<file path="config.mk">
export PLATFORM = sky130hd
export DESIGN_NAME = ook_pulse_distance_sensor_receiver_top
export DESIGN_NICKNAME = d
export VERILOG_FILES = /design/src/rtl/core/ookpd_pkg.sv /design/src/rtl/core/ook_pulse_distance_sensor_receiver_top.sv
export SDC_FILE = /design/constraint.sdc
export NUM_CORES = 1
export LEC_CHECK = 0
export BUFFER_PORTS_ARGS = -buffer_cell sky130_fd_sc_hd__buf_2
export CAP_MARGIN = 10
export CORE_AREA = 2 2 278 280
export CTS_CLUSTER_SIZE = 12
export DETAILED_ROUTE_END_ITERATION = 7
export DIE_AREA = 0 0 280 282
export PLACE_DENSITY_LB_ADDON = 0.2
export SLEW_MARGIN = 10
export SYNTH_ARGS = -nofsm -noshare
export SYNTH_HDL_FRONTEND = slang
export SYNTH_SLANG_ARGS = --single-unit
</file>
<file path="constraint.sdc">
create_clock -name clk -period 18.5 [get_ports clk]
set_clock_uncertainty 0.05 [all_clocks]
set_input_delay 2.775 -clock clk [delete_from_list [all_inputs] [get_ports clk]]
set_output_delay 2.775 -clock clk [all_outputs]
set_load 0.01 [all_outputs]
</file>
<file path="src/rtl/core/ookpd_pkg.sv">
// Package for the on-off keyed pulse-distance sensor receiver.
// Holds the channel word types, the sequencer state type, the register map
// and the fixed constants. No dependencies.
package ookpd_pkg;

  typedef struct packed {
    logic [7:0] i_sample;
    logic [7:0] q_sample;
  } in_word_t;

  typedef struct packed {
    logic signed [11:0] temperature_tenths;
    logic [7:0]         humidity;
    logic               frame_status;
  } out_word_t;

  typedef enum logic [2:0] {
    S_IDLE,
    S_SQ_I,
    S_SQ_Q,
    S_MAC_FB,
    S_MAC_NOW,
    S_MAC_PREV,
    S_SUM,
    S_DECODE
  } state_t;

  typedef enum logic [2:0] {
    REG_LEVEL_THRESHOLD = 3'd0,
    REG_SHORT_LIMIT     = 3'd1,
    REG_LONG_LIMIT      = 3'd2,
    REG_END_LIMIT       = 3'd3,
    REG_FEEDBACK_COEF   = 3'd4,
    REG_INPUT_COEF_NOW  = 3'd5,
    REG_INPUT_COEF_PREV = 3'd6
  } reg_idx_t;

  localparam int unsigned CFG_ADDR_W = 5;

  localparam logic [14:0] LEVEL_THRESHOLD_RST = 15'd10000;
  localparam logic [11:0] SHORT_LIMIT_RST     = 12'(3500 / 4);
  localparam logic [11:0] LONG_LIMIT_RST      = 12'(7000 / 4);
  localparam logic [11:0] END_LIMIT_RST       = 12'(15000 / 4);
  localparam logic [14:0] FEEDBACK_COEF_RST   = 15'd31754;
  localparam logic [14:0] INPUT_COEF_RST      = 15'd506;

  localparam logic [11:0] GAP_COUNT_MAX   = 12'd4095;
  localparam logic [1:0]  ROW_PAST_ONE    = 2'd2;
  localparam logic [1:0]  ROW_ONE         = 2'd1;
  localparam logic [5:0]  BIT_POS_MAX     = 6'd63;
  localparam logic [5:0]  PAYLOAD_FIRST   = 6'd16;
  localparam logic [5:0]  PAYLOAD_END     = 6'd36;

  localparam int unsigned ACC_W   = 32;
  localparam int unsigned FILT_SH = 14;

endpackage

</file>
<file path="src/rtl/core/ook_pulse_distance_sensor_receiver_top.sv">
// On-off keyed pulse-distance sensor receiver: envelope, low-pass filter,
// pulse-distance decoder and APB-style register block in one module.
// Depends on ookpd_pkg.
//
// Each accepted I/Q word runs through the sequencer steps in order: accepting
// it, the two squares of the envelope, the three filter products, adding the
// last product, and clamping the filtered level and stepping the decoder. All
// five products go through a single 17x17 signed multiplier under a small
// sequencer, and in_stall stays high until the decode step is done. Results
// sit in an output register, so a new sample is taken while a result waits;
// should the decode step produce a second result before the first is taken,
// that step waits for the output register to drain. Configuration registers
// sit at byte addresses 4*index and are to be written only while idle.
module ook_pulse_distance_sensor_receiver_top (
  input  logic                                clk,
  input  logic                                rst_n,
  input  logic                                in_valid,
  output logic                                in_stall,
  input  ookpd_pkg::in_word_t                 in_data,
  output logic                                out_valid,
  input  logic                                out_stall,
  output ookpd_pkg::out_word_t                out_data,
  input  logic                                psel,
  input  logic                                penable,
  input  logic                                pwrite,
  input  logic [ookpd_pkg::CFG_ADDR_W-1:0]    paddr,
  input  logic [31:0]                         pwdata,
  output logic [31:0]                         prdata,
  output logic                                pready
);
  import ookpd_pkg::*;

  // Configuration registers.
  logic [14:0] level_r;
  logic [11:0] short_r, long_r, end_r;
  logic [14:0] fb_coef_r, now_coef_r, prev_coef_r;

  logic        cfg_wr;
  logic [2:0]  cfg_idx;

  assign pready  = 1'b1;
  assign cfg_wr  = psel & penable & pwrite;
  assign cfg_idx = paddr[CFG_ADDR_W-1:2];

  always_ff @(posedge clk) begin
    if (!rst_n) begin
      level_r     <= LEVEL_THRESHOLD_RST;
      short_r     <= SHORT_LIMIT_RST;
      long_r      <= LONG_LIMIT_RST;
      end_r       <= END_LIMIT_RST;
      fb_coef_r   <= FEEDBACK_COEF_RST;
      now_coef_r  <= INPUT_COEF_RST;
      prev_coef_r <= INPUT_COEF_RST;
    end else if (cfg_wr) begin
      unique case (cfg_idx)
        REG_LEVEL_THRESHOLD: level_r     <= pwdata[14:0];
        REG_SHORT_LIMIT:     short_r     <= pwdata[11:0];
        REG_LONG_LIMIT:      long_r      <= pwdata[11:0];
        REG_END_LIMIT:       end_r       <= pwdata[11:0];
        REG_FEEDBACK_COEF:   fb_coef_r   <= pwdata[14:0];
        REG_INPUT_COEF_NOW:  now_coef_r  <= pwdata[14:0];
        REG_INPUT_COEF_PREV: prev_coef_r <= pwdata[14:0];
        default: ;
      endcase
    end
  end

  always_comb begin
    unique case (cfg_idx)
      REG_LEVEL_THRESHOLD: prdata = {17'd0, level_r};
      REG_SHORT_LIMIT:     prdata = {20'd0, short_r};
      REG_LONG_LIMIT:      prdata = {20'd0, long_r};
      REG_END_LIMIT:       prdata = {20'd0, end_r};
      REG_FEEDBACK_COEF:   prdata = {17'd0, fb_coef_r};
      REG_INPUT_COEF_NOW:  prdata = {17'd0, now_coef_r};
      REG_INPUT_COEF_PREV: prdata = {17'd0, prev_coef_r};
      default:             prdata = 32'd0;
    endcase
  end

  // Sequencer.
  state_t state_r, state_nxt;
  logic   in_accept, out_take, decode_go;
  logic   emit;

  assign in_stall  = (state_r != S_IDLE);
  assign in_accept = in_valid & ~in_stall;
  assign out_take  = out_valid & ~out_stall;
  // A decode step that ends a transmission waits until the output register
  // can take its word.
  assign decode_go = ~emit | ~out_valid | ~out_stall;

  always_ff @(posedge clk) begin
    if (!rst_n) begin
      state_r <= S_IDLE;
    end else begin
      state_r <= state_nxt;
    end
  end

  always_comb begin
    state_nxt = state_r;
    unique case (state_r)
      S_IDLE:     if (in_accept) state_nxt = S_SQ_I;
      S_SQ_I:     state_nxt = S_SQ_Q;
      S_SQ_Q:     state_nxt = S_MAC_FB;
      S_MAC_FB:   state_nxt = S_MAC_NOW;
      S_MAC_NOW:  state_nxt = S_MAC_PREV;
      S_MAC_PREV: state_nxt = S_SUM;
      S_SUM:      state_nxt = S_DECODE;
      S_DECODE:   if (decode_go) state_nxt = S_IDLE;
      default:    state_nxt = S_IDLE;
    endcase
  end

  // Shared multiplier and accumulator.
  logic [7:0]              samp_i_r, samp_q_r;
  logic signed [8:0]       diff_i, diff_q;
  logic signed [16:0]      mul_a, mul_b;
  logic signed [33:0]      mul_full;
  logic signed [ACC_W-1:0] prod_r, prod_half;
  logic signed [ACC_W-1:0] acc_r;
  logic [15:0]             env_r;
  logic [15:0]             prev_env_r;
  logic signed [15:0]      prev_filt_r;

  assign diff_i = 9'sd128 - $signed({1'b0, samp_i_r});
  assign diff_q = 9'sd128 - $signed({1'b0, samp_q_r});

  always_comb begin
    mul_a = 17'sd0;
    mul_b = 17'sd0;
    unique case (state_r)
      S_SQ_I: begin
        mul_a = 17'(diff_i);
        mul_b = 17'(diff_i);
      end
      S_SQ_Q: begin
        mul_a = 17'(diff_q);
        mul_b = 17'(diff_q);
      end
      S_MAC_FB: begin
        mul_a = $signed({2'b00, fb_coef_r});
        mul_b = 17'(prev_filt_r);
      end
      S_MAC_NOW: begin
        mul_a = $signed({2'b00, now_coef_r});
        mul_b = $signed({1'b0, env_r});
      end
      S_MAC_PREV: begin
        mul_a = $signed({2'b00, prev_coef_r});
        mul_b = $signed({1'b0, prev_env_r});
      end
      default: ;
    endcase
  end

  // Products stay below 2**30 in magnitude; 32 bits hold them and the sum of halves.
  assign mul_full  = mul_a * mul_b;
  assign prod_half = prod_r >>> 1;

  always_ff @(posedge clk) begin
    if (in_accept) begin
      samp_i_r <= in_data.i_sample;
      samp_q_r <= in_data.q_sample;
    end
    prod_r <= mul_full[ACC_W-1:0];
    unique case (state_r)
      S_SQ_Q:     env_r <= prod_r[15:0];
      S_MAC_FB:   env_r <= env_r + prod_r[15:0];
      S_MAC_NOW:  acc_r <= prod_half;
      S_MAC_PREV: acc_r <= acc_r + prod_half;
      S_SUM:      acc_r <= acc_r + prod_half;
      default: ;
    endcase
  end

  // Clamp of the filtered level.
  logic signed [ACC_W-FILT_SH-1:0] y_wide;
  logic signed [15:0]              filt;

  assign y_wide = acc_r[ACC_W-1:FILT_SH];

  always_comb begin
    if (y_wide[ACC_W-FILT_SH-1:15] == '0 || y_wide[ACC_W-FILT_SH-1:15] == '1) begin
      filt = y_wide[15:0];
    end else if (y_wide[ACC_W-FILT_SH-1]) begin
      filt = 16'sh8000;
    end else begin
      filt = 16'sh7FFF;
    end
  end

  // Pulse-distance decoder.
  logic        in_pulse_r, counting_r, gap_open_r;
  logic [11:0] gap_cnt_r;
  logic [1:0]  row_r;
  logic [5:0]  bit_pos_r;
  logic [19:0] payload_r;

  logic        in_pulse_nxt, counting_nxt, gap_open_nxt;
  logic [11:0] gap_cnt_nxt;
  logic [1:0]  row_nxt;
  logic [5:0]  bit_pos_nxt;
  logic [19:0] payload_nxt;
  out_word_t   word_nxt;

  always_comb begin
    logic pulse, silence, one_bit, complete;
    logic signed [15:0] lvl;
    lvl          = $signed({1'b0, level_r});
    pulse        = filt > lvl;
    silence      = filt < lvl;
    in_pulse_nxt = in_pulse_r;
    counting_nxt = counting_r;
    gap_open_nxt = gap_open_r;
    gap_cnt_nxt  = gap_cnt_r;
    row_nxt      = row_r;
    bit_pos_nxt  = bit_pos_r;
    payload_nxt  = payload_r;
    emit         = 1'b0;
    word_nxt     = '0;
    one_bit      = 1'b0;
    complete     = 1'b0;

    if (pulse) begin
      in_pulse_nxt = 1'b1;
      counting_nxt = 1'b1;
    end
    if (in_pulse_nxt && silence) begin
      gap_open_nxt = 1'b1;
      gap_cnt_nxt  = 12'd0;
      in_pulse_nxt = 1'b0;
    end
    if (counting_nxt && gap_cnt_nxt != GAP_COUNT_MAX) begin
      gap_cnt_nxt = gap_cnt_nxt + 12'd1;
    end
    if (gap_open_nxt && pulse) begin
      if (gap_cnt_nxt < long_r) begin
        one_bit = gap_cnt_nxt > short_r;
        if (row_r == ROW_ONE) begin
          if (bit_pos_r >= PAYLOAD_FIRST && bit_pos_r < PAYLOAD_END) begin
            payload_nxt = {payload_r[18:0], one_bit};
          end
          if (bit_pos_r != BIT_POS_MAX) begin
            bit_pos_nxt = bit_pos_r + 6'd1;
          end
        end
      end else begin
        if (row_r != ROW_PAST_ONE) begin
          row_nxt = row_r + 2'd1;
        end
        in_pulse_nxt = 1'b0;
        gap_cnt_nxt  = 12'd0;
      end
      gap_open_nxt = 1'b0;
    end
    if (gap_cnt_nxt > end_r) begin
      // End of transmission: report row one and start over in row zero.
      complete     = (row_nxt != 2'd0) && (bit_pos_nxt >= PAYLOAD_END);
      emit         = 1'b1;
      counting_nxt = 1'b0;
      gap_cnt_nxt  = 12'd0;
      gap_open_nxt = 1'b0;
      if (complete) begin
        word_nxt.temperature_tenths = $signed(payload_nxt[19:8]);
        word_nxt.humidity           = payload_nxt[7:0];
        word_nxt.frame_status       = 1'b0;
      end else begin
        word_nxt.frame_status = 1'b1;
      end
      row_nxt     = 2'd0;
      bit_pos_nxt = 6'd0;
      payload_nxt = 20'd0;
    end
  end

  logic do_decode;
  assign do_decode = (state_r == S_DECODE) && decode_go;

  always_ff @(posedge clk) begin
    if (!rst_n) begin
      prev_env_r  <= 16'd0;
      prev_filt_r <= 16'sd0;
      in_pulse_r  <= 1'b0;
      counting_r  <= 1'b0;
      gap_open_r  <= 1'b0;
      gap_cnt_r   <= 12'd0;
      row_r       <= 2'd0;
      bit_pos_r   <= 6'd0;
      payload_r   <= 20'd0;
    end else if (do_decode) begin
      prev_env_r  <= env_r;
      prev_filt_r <= filt;
      in_pulse_r  <= in_pulse_nxt;
      counting_r  <= counting_nxt;
      gap_open_r  <= gap_open_nxt;
      gap_cnt_r   <= gap_cnt_nxt;
      row_r       <= row_nxt;
      bit_pos_r   <= bit_pos_nxt;
      payload_r   <= payload_nxt;
    end
  end

  // Output register.
  logic      out_valid_r;
  out_word_t out_word_r;

  always_ff @(posedge clk) begin
    if (!rst_n) begin
      out_valid_r <= 1'b0;
    end else if (do_decode && emit) begin
      out_valid_r <= 1'b1;
    end else if (out_take) begin
      out_valid_r <= 1'b0;
    end
  end

  always_ff @(posedge clk) begin
    if (do_decode && emit) begin
      out_word_r <= word_nxt;
    end
  end

  assign out_valid = out_valid_r;
  assign out_data  = out_word_r;

  // Checks.
  a_result_from_decode: assert property (@(posedge clk) disable iff (!rst_n)
    $rose(out_valid_r) |-> $past(state_r) == S_DECODE)
    else $error("result word appeared outside the decode step");

  a_accept_starts_run: assert property (@(posedge clk) disable iff (!rst_n)
    in_accept |=> state_r == S_SQ_I)
    else $error("accepted sample did not start the multiplier sequence");

  a_bits_only_in_rows: assert property (@(posedge clk) disable iff (!rst_n)
    bit_pos_r != 6'd0 |-> row_r != 2'd0)
    else $error("bits counted while still in row zero");

  a_payload_after_first: assert property (@(posedge clk) disable iff (!rst_n)
    payload_r != 20'd0 |-> bit_pos_r > PAYLOAD_FIRST)
    else $error("payload bits present before bit sixteen of row one");

endmodule

</file>
==> After elaboration in Yosys (flattened, before gate mapping) <==
Index checks and enable logic that the tools add are counted.
{ "totals": {"reg_bits": 292, "inputBits": 60, "out_inout_bits": 56, "word_cells": 140} }
{ "op_classes": {"addsub": 7, "n_mul": 1, "n_lt_le_gt_ge": 8, "n_eq_ne": 20, "mux": 42, "bitwise_logic": 10, "n_reduce_logical": 26} }
{ "op_table": {"columns": ["op", "n"], "rows": [
  ["17-bit case mux with 5 select lines", 2],
  ["15-bit case mux with 7 select lines", 1],
  ["20-bit two-way mux", 5],
  ["32-bit case mux with 2 select lines", 1],
  ["12-bit two-way mux", 5],
  ["32-bit by 31-bit adder with 32-bit output", 1],
  ["17-bit by 17-bit multiplier with 32-bit output", 1],
  ["16-bit two-way mux", 2],
  ["16-bit case mux with 2 select lines", 1],
  ["6-bit two-way mux", 5],
  ["3-bit equality test (second input constant)", 8],
  ["12-bit > comparator", 2],
  ["3-bit case mux with 8 select lines", 1],
  ["2-bit AND reduction", 9],
  ["8-bit by 8-bit subtractor with 9-bit output (first input constant)", 2],
  ["16-bit adder", 1],
  ["16-bit > comparator", 1],
  ["16-bit less-than comparator", 1],
  ["1-bit two-way mux", 13],
  ["12-bit by 1-bit adder with 12-bit output (second input constant)", 1],
  ["3-bit by 2-bit equality test with 1-bit output (second input constant)", 4],
  ["12-bit less-than comparator", 1],
  ["12-bit inequality test (second input constant)", 1],
  ["3-bit logical NOT", 3],
  ["19 further kinds", 42]
]} }

==> Logic depth before layout (Yosys ltp) <==
Gate-level depths: netlist of run 1.
{ "depth": {"ltp_word": 21, "mapped_depth": 42, "ltp_nobuf": 38} }

==> Least setup slack after synthesis of run 1 <==
OpenSTA, ideal clock, no wires.
{ "synth_timing": {"path_type": "flip-flop to flip-flop", "from": "register acc_r[31]", "to": "register payload_r[0]", "setup_time_ns": 0.117, "arrival_ns": 7.934, "required_time_ns": 18.333, "slack_ns": 10.399, "path_stages_with_launch": 40, "n_path_buf": 4, "synth_period_minus_slack_ns": 8.101, "path_cell_list": "edfxtp_1 > inv_1 > a21oi_1 > clkbuf_1 > nor2_1 > ha_1 > nor2b_1 > o211ai_1 > a21oi_1 > o21ai_2 > nand3_1 > and2_1 > ha_1 > nand4_1 > a2bb2oi_2 > and4_1 > nand2_1 > xor2_1 > [4 not listed] > a311oi_2 > nand3_1 > a21boi_1 > clkbuf_1 > nor3_1 > ha_1 > a21o_1 > a21o_1 > a21oi_1 > o21ai_0 > o22a_1 > and2_1 > or2_2 > clkbuf_1 > nand2_1 > o21ai_0 > clkbuf_1 > a22o_1"} }
{ "synth_between": {"elab_chain_cells": 19, "word_cells_on_any_way": 32, "cone_classes": "add/sub (1); order compare (5); eq/ne (2); mux (15); bitwise (3); reduce/logical (6)"} }
{ "synth_lines": {"columns": ["item", "line", "source"], "rows": [
  ["start: declaration", "ook_pulse_distance_sensor_receiver_top.sv:122", "logic signed [ACC_W-1:0] acc_r;"],
  ["start signal: assignment", "ook_pulse_distance_sensor_receiver_top.sv:171", "S_MAC_NOW: acc_r <= prod_half;"],
  ["start signal: assignment", "ook_pulse_distance_sensor_receiver_top.sv:172", "S_MAC_PREV: acc_r <= acc_r + prod_half;"],
  ["start signal: assignment", "ook_pulse_distance_sensor_receiver_top.sv:173", "S_SUM: acc_r <= acc_r + prod_half;"],
  ["3-bit equality test or 3-bit logical NOT (tied branches)", "ook_pulse_distance_sensor_receiver_top.sv:185", "if (y_wide[ACC_W-FILT_SH-1:15] == '0 || y_wide[ACC_W-FILT_SH-1:15] == '1) begin"],
  ["1-bit logical OR", "ook_pulse_distance_sensor_receiver_top.sv:185", null],
  ["16-bit two-way mux (*)", "ook_pulse_distance_sensor_receiver_top.sv:185", null],
  ["net filt[1]", "ook_pulse_distance_sensor_receiver_top.sv:180", "logic signed [15:0] filt;"],
  ["parallel branches: the longest is 16 deep, another holds 16-bit > comparator", null, null],
  ["end signal: assignment", "ook_pulse_distance_sensor_receiver_top.sv:301", "payload_r <= payload_nxt;"],
  ["end: declaration", "ook_pulse_distance_sensor_receiver_top.sv:199", "logic [19:0] payload_r;"]
]} }
Mark *: on every way through the listed nets, which the timed path passes.
A chain may end at the register's enable or synchronous reset.

==> Worst setup path after layout of run 1 <==
{ "layout_timing": {"from": "register acc_r[31]", "to": "register bit_pos_r[4]"} }
{ "layout_between": {"elab_chain_cells": 19, "word_cells_on_any_way": 29, "cone_classes": "add/sub (1); order compare (4); eq/ne (2); mux (13); bitwise (3); reduce/logical (6)"} }
{ "layout_lines": {"columns": ["item", "line", "source"], "rows": [
  ["3-bit equality test or 3-bit logical NOT (tied branches)", "ook_pulse_distance_sensor_receiver_top.sv:185", null],
  ["1-bit logical OR", "ook_pulse_distance_sensor_receiver_top.sv:185", null],
  ["16-bit two-way mux (*)", "ook_pulse_distance_sensor_receiver_top.sv:185", null],
  ["net filt[14]", "ook_pulse_distance_sensor_receiver_top.sv:180", null],
  ["parallel branches: the longest is 16 deep, another holds 16-bit > comparator", null, null],
  ["end signal: assignment", "ook_pulse_distance_sensor_receiver_top.sv:300", "bit_pos_r <= bit_pos_nxt;"],
  ["end: declaration", "ook_pulse_distance_sensor_receiver_top.sv:198", "logic [5:0] bit_pos_r;"]
]} }
Marks and branches as above.

==> results.md, run 1 <==
* Layout cells sized above 1 at 0.0957
* CP Launch Point: acc_r[31]
* Initial Util at 0.349
* CORE AREA at approximately 76000 um^2
* GR Layer Usage met1 at 0.256
* Worst-case reg-to-reg path depth at 36
* Placed Cells at around 4000
* 1st-iter DRT viols at roughly 1200
* Critical path class: flop to flop
* Site Rows at 101
* Highest clock rate at about 90 MHz
* M2 GR Usage at 0.332
* RSZ-0062 raised after global routing: no
* Synth async-reset ratio at 0
* CTS Root Buffer Type: clkbuf_16
* DRT antenna net count at 0
* DR vias/cell at 5.21
* Most frequent cells in the layout: nand2_1 (477), inv_1 (341), fa_1 (277)
* # clock sinks at 292
* Slew Limit Fails at 0
* Worst VDD drop at about 0.056 mV
* Hold path depth at 2
* Reg2Reg Setup Slack at 7180 ps
* Maxcap violations at 0
* Slowest CP cell: a21oi_1
* Tmin final at between 10000 and 15000 ps
* Post-CTS setup buffers at 0
* Synthesized flop and latch total at 292
* Synth warnings at 0
* CP Capture Type: flop
* Synth top area share at 0.210
* WP data required at around 19000 ps
* GRT Resource Usage Total at 0.195
* Critical path data arrival time at ~12000 ps
* Clk_lat worst skew at roughly 570 ps
* Leakage power at 12.2 nW
* Post-CTS sizing at 0
* Die ar. at between 70000 and 80000 um^2
* Vias post-DR at 20600
* Placer Congestion at approximately 0.85
* Predominant post-synthesis flop cell: dfxtp_1
* Status: completed
* Pin count of the biggest net entering global routing at 90
* Port bufs at 78
* Die H at about 280 um
* Clk slew on worst S/H paths at ~60 ps
* HP Start: prev_env_r[8]
* Worst r2r src: acc_r[31]
* Residual DRC at 0
* Vias in the first global route at between 20000 and 25000
* Final Hold Vio Count at 0
* Avg Cell Area, Syn at 9.06 um^2
* Most common cell after layout, fill and taps aside: nand2_1
* Initial antenna violation count at 3
* CP startpoint kind: flop
* Synth area leader: fa_1
* CTS tree: done
* First-pass GRT wire length at roughly 120 mm
* # diodes at 0
* Endpoints failing setup at 0
* CTS Hold Bufs at 0
* Synthesized area at around 26000 um^2
* Post-synth EDFFs at 85
* Layout Nets at 3469
* Io pins at roughly 120
* Slew Limit Headroom at 0.200
* GR peak layer: met2
* PD cells at ~100 nW/um^2
* Area grow syn2layout at 9.77%
* Dpl hpwl at ~60 mm
* Setup TNS at 0 ps
* Hold Path Class: flop to flop
* M3 GR Usage at 0.0286
* Final Non-Filler Cells at ~4000
* Biggest cell delay along the critical path at approximately 860 ps
* Seq/Total Area, Yosys at 0.253
* Routed wire per std cell at just under 20 um
* CTS buffer count at 38
* CTS H-Tree Depth at 2
* Final period utilization at 0.612
* Die span in x at approximately 280 um
* CP max FO at 38
* Synth cell types at a little over 80
* Clock Path Buffers at 3
* Post-Syn Instances at 2921
* First-pass DRT Iterations at 6
* Final wirelength at 76.1 mm
* Largest cells by area after synthesis: fa_1 (21%), dfxtp_1 (16%), edfxtp_1 (9.6%)
* Slew @ Worst Pin at between 1000 and 1500 ps
* GR Overflow Total at 0
==> synthesized netlist by cell type, drive strengths merged (23+ instances only) <==
| cell | count |
|---|---|
| o211ai | 30 |
| xnor2 | 59 |
| and2 | 31 |
| inv | 341 |
| clkbuf | 108 |
| nand2 | 478 |
| nor2 | 214 |
| a22o | 29 |
| xor2 | 36 |
| edfxtp | 85 |
| buf | 40 |
| dfxtp | 207 |
| ha | 184 |
| fa | 277 |
| a21o | 49 |
| mux2 | 41 |
| a221oi | 24 |
| nand3 | 50 |
| mux2i | 40 |
| nor3 | 36 |
| a21oi | 75 |
| o21ai | 98 |
| nand2b | 23 |
| nor3b | 26 |
| a21boi | 84 |
==> path summary, 6_finish.rpt <==
check	end
worst min-delay path	prev_env_r[8]
worst max-delay path	bit_pos_r[4]
worst max register to register	bit_pos_r[4]
worst min register to register	prev_env_r[8]
==> metal layers <==
metal / vias up / share of wire
li1: 9790 / -
met1: 10300 / 0.44
met2: 447 / 0.48
met3: 117 / 0.046
met4: 6 / 0.026
met5: - / 0.00045
==> critical path, delay by kind of cell, from the launching register on <==
kind	cells	cell delay (ps)
compound gates	11	4010
xor+xnor	1	260
fa+ha+maj	4	1300
buf+inv	2	460
flops	1	570
simple gates	18	4530
==> cells by family (layout without fill, tap and decap cells) <==
| kind of cell | count (synthesis) | after routing | share of synthesized area |
|---|---|---|---|
| xor+xnor | 95 | 95 | 0.0315 |
| flops | 292 | 292 | 0.253 |
| buf+inv | 490 | 531 | 0.0734 |
| fa+ha+maj | 461 | 461 | 0.297 |
| other cells | 2 | 18 | 0.000284 |
| compound gates | 519 | 519 | 0.138 |
| mux | 87 | 87 | 0.0377 |
| simple gates | 975 | 975 | 0.170 |
==> metrics by stage <==
step                hold WS [ps]  instance area [um^2]   util  setup WS [ps]  total power, mW
floorplan                    390                 26500      -          10400             1.75
global placement             398                 27800  0.368           7470             2.11
detailed placement           407                 27800  0.368           7330             2.11
CTS                          415                 29000  0.384           7310             2.88
global route                 435                 29000  0.384           6370             3.06
finish                       413                 29000  0.384           7180             2.83
==> report_power, final <==
part           leakage (nW)  switching (mW)  total, mW  internal (mW)
clock network         0.577           0.314      0.728          0.413
logic                  9.14           0.774       1.33          0.557
registers              2.52          0.0493      0.774          0.724
==> cell type report <==
class,count,area [um^2]
Fill cell,7502,46700
Multi-Input combinational cell,2155,17900
Sequential cell,292,6700
Inverter,342,1280
Tap cell,978,1220
Clock buffer,54,1050
Timing Repair Buffer,119,701
Clock inverter,16,134
==> registers in the layout (all words and copies together) (netlist names), 15 cells and up <==
name and cells:
level_r 15, fb_coef_r 15, prod_r 32, prev_env_r 16
acc_r 32, prev_coef_r 15, prev_filt_r 16, now_coef_r 15
payload_r 20, out_data 21, env_r 16
No activity file was read; power rests on OpenSTA's default activity.
==> run 2: changes to the inputs <==
==> constraint.sdc (replaced) <==
create_clock -name clk -period 9.8 [get_ports clk]
set_clock_uncertainty 0.05 [all_clocks]
set_input_delay 1.47 -clock clk [delete_from_list [all_inputs] [get_ports clk]]
set_output_delay 1.47 -clock clk [all_outputs]
set_load 0.01 [all_outputs]
==> run 2 against run 1 <==
  * Critical path depth up 2
  * Combinational power up 91%
  * Largest cell class unchanged
  * Utilization up 0.44 points
  * Count of clock-buffer cells in the layout up 5
  * Die area unchanged
  * Worst hold slack worse by 2.3 ps
  * Flip-flop and latch count unchanged
  * Cell area up 1.2%
  * Critical endpoint is now payload_r[0]
  * Final cell count up 0.78%
  * Critical path type unchanged
  * Clock power up 98%
  * Power up 92%
==> results.md, run 2 (synthesis results as in run 1) <==
* Status: completed
* CORE AREA at 75700 um^2 (unchanged)
* Site Rows at 101 (unchanged)
* CP max FO at 20 (-47%)
* Kind of cell adding the most delay to the critical path: simple AND/OR/NAND/NOR gates
* Final Core Density at 0.388 (+0.00443)
* Routed wire per std cell at 19.2 um (-0.39%)
* CTS buffer count at 40 (+5.3%)
* Initial antenna violation count at 0 (-3)
* First-pass DRT Iterations at 5 (-1)
* GR Overflow Total at 0 (unchanged)
* RSZ-0062 raised after global routing: no
* Post-CTS sizing at 0 (unchanged)
* HP Start: prev_env_r[11]
* Die H at 282 um (unchanged)
* Port bufs at 78 (unchanged)
* Critical path data arrival time at 9710 ps (-2030 ps)
* Buf+Inv Stages, Crit Path at 4 (+2)
* Most used cell along the critical path: ha_1
* Area grow syn2layout at 11.0%
* Layout cells sized above 1 at 0.106 (+0.0107)
* Final Hold Vio Count at 0 (unchanged)
* CTS H-Tree Depth at 2 (unchanged)
* Fillers at 7558 (+0.75%)
* CP Capture Type: flop
* PD cells at 185 nW/um^2 (+90%)
* Worst-case reg-to-reg path depth at 38 (+5.6%)
* First-pass GRT wire length at 121 mm (+0.42%)
* Most frequent cells in the layout: nand2_1 (477), inv_1 (341), fa_1 (277)
* Io pins at 116 (unchanged)
* Slowest CP cell: edfxtp_1
* Worst r2r src: acc_r[31]
* Final wirelength at 76.4 mm (+0.40%)
* Die span in x at 280 um (unchanged)
* DR vias/cell at 5.23 (+0.20%)
* GRT Resource Usage Total at 0.196 (+0.000775)
* Register area at 6700 um^2 (unchanged)
* Tmin final at 9310 ps (-2010 ps)
* Clock Path Buffers at 3 (unchanged)
* Vias in the first global route at 21300 (+0.080%)
* Worst VDD drop at 0.104 mV (+87%)
* Slew Limit Headroom at 0.305 (+0.104)
* Residual DRC at 0 (unchanged)
* Hold path depth at 2 (unchanged)
* Clk_lat worst skew at 560 ps (about the same)
* CTS tree: done
* Most common cell after layout, fill and taps aside: nand2_1
* Reg2Reg Setup Slack at 490 ps (-6690 ps)
* Placer Congestion at 0.889 (+4.2%)
* Footprint of the multi-input gates at 17900 um^2 (about the same)
* Maxcap violations at 0 (unchanged)
* Dpl hpwl at 60.5 mm (+1.3%)
* Critical path class: flop to flop
* WP data required at 10200 ps (-8730 ps)
* Endpoints failing setup at 0 (unchanged)
* CTS Hold Bufs at 0 (unchanged)
* Highest clock rate at 107 MHz (+22%)
* Worst Hold Path EP: prev_env_r[11]
* Biggest cell delay along the critical path at 560 ps (-300 ps)
* Post-CTS setup buffers at 0 (unchanged)
* Die ar. at 79000 um^2 (unchanged)
* CTS Root Buffer Type: clkbuf_16
* Layout Nets at 3498 (+0.84%)
* CP startpoint kind: flop
* Vias post-DR at 20800 (+0.98%)
* Initial Util at 0.349 (unchanged)
* DRT antenna net count at 0 (unchanged)
* Leakage power at 12.4 nW (+1.5%)
* Slew @ Worst Pin at 1040 ps (-156 ps)
* Slew Limit Fails at 0 (unchanged)
* Pin count of the biggest net entering global routing at 101 (+12%)
* Hold Path Class: flop to flop
* 1st-iter DRT viols at 1287 (+9.3%)
* Setup TNS at 0 ps (unchanged)
* Clk slew on worst S/H paths at 50 ps (about the same)
* # clock sinks at 292 (unchanged)
* R2r endpoint: payload_r[0]
* Final period utilization at 0.950 (+0.338)
run 2: area by class of cell:
class,count,area share
Clock inverter,14,0.00486
Timing Repair Buffer,146,0.0322
Inverter,342,0.0437
Clock buffer,59,0.0386
Antenna cell,1,0.0000852
Tap cell,978,0.0417
Multi-Input combinational cell,2155,0.611
Sequential cell,292,0.228
run 2: worst max-delay path by stage:
stage               from        endpoint  slack, ps  cells past startpoint
4_1_cts        acc_r[31]    payload_r[0]        410                     38
6_report       acc_r[31]    payload_r[0]        490                     38
3_3_place_gp   acc_r[31]    payload_r[0]        470                     38
2_1_floorplan  acc_r[31]    payload_r[0]       1700                     39
3_5_place_dp   acc_r[31]    payload_r[0]        430                     38
5_1_grt        acc_r[31]  prev_filt_r[0]        0.9                     37
run 2: worst reg2reg max path: cells and delay by family (launching register included):
kind                       cells  cell delay, ps
and+or+nand+nor               17            3750
AOI/OAI and AO/OA             12            2470
adders and majority gates      4            1200
buffers and inverters          4             920
DFF                            1             560
xor gates and xnor gates       1             240
run 2: per-stage QoR:
| stage | hold slack, ps | instance area, um^2 | setup slack, ps | total power, mW | cells |
|---|---|---|---|---|---|
| floorplan | 390 | 26500 | 1700 | 3.31 | 2937 |
| global placement | 397 | 28100 | 474 | 3.99 | 3912 |
| detailed placement | 406 | 28100 | 433 | 4.00 | 3912 |
| CTS | 414 | 29300 | 406 | 5.52 | 3985 |
| global route | 433 | 29400 | 0.886 | 5.86 | 3986 |
| finish | 411 | 29400 | 493 | 5.43 | 3987 |
run 2: metal layers:
layer  part of all wire  track usage  vias up
met3              0.049       0.0269      108
met4              0.027       0.0561        0
met5                  0            0        -
li1                   -            -     9844
met2               0.48        0.333      507
met1               0.44        0.259    10400
run 2: report_power, final:
group / leakage (nW) / internal [mW] / switching, mW
sequential: 2.52 / 1.37 / 0.0828
clock: 0.628 / 0.857 / 0.586
combinational: 9.28 / 1.06 / 1.48
total: 12.4 / 3.29 / 2.15
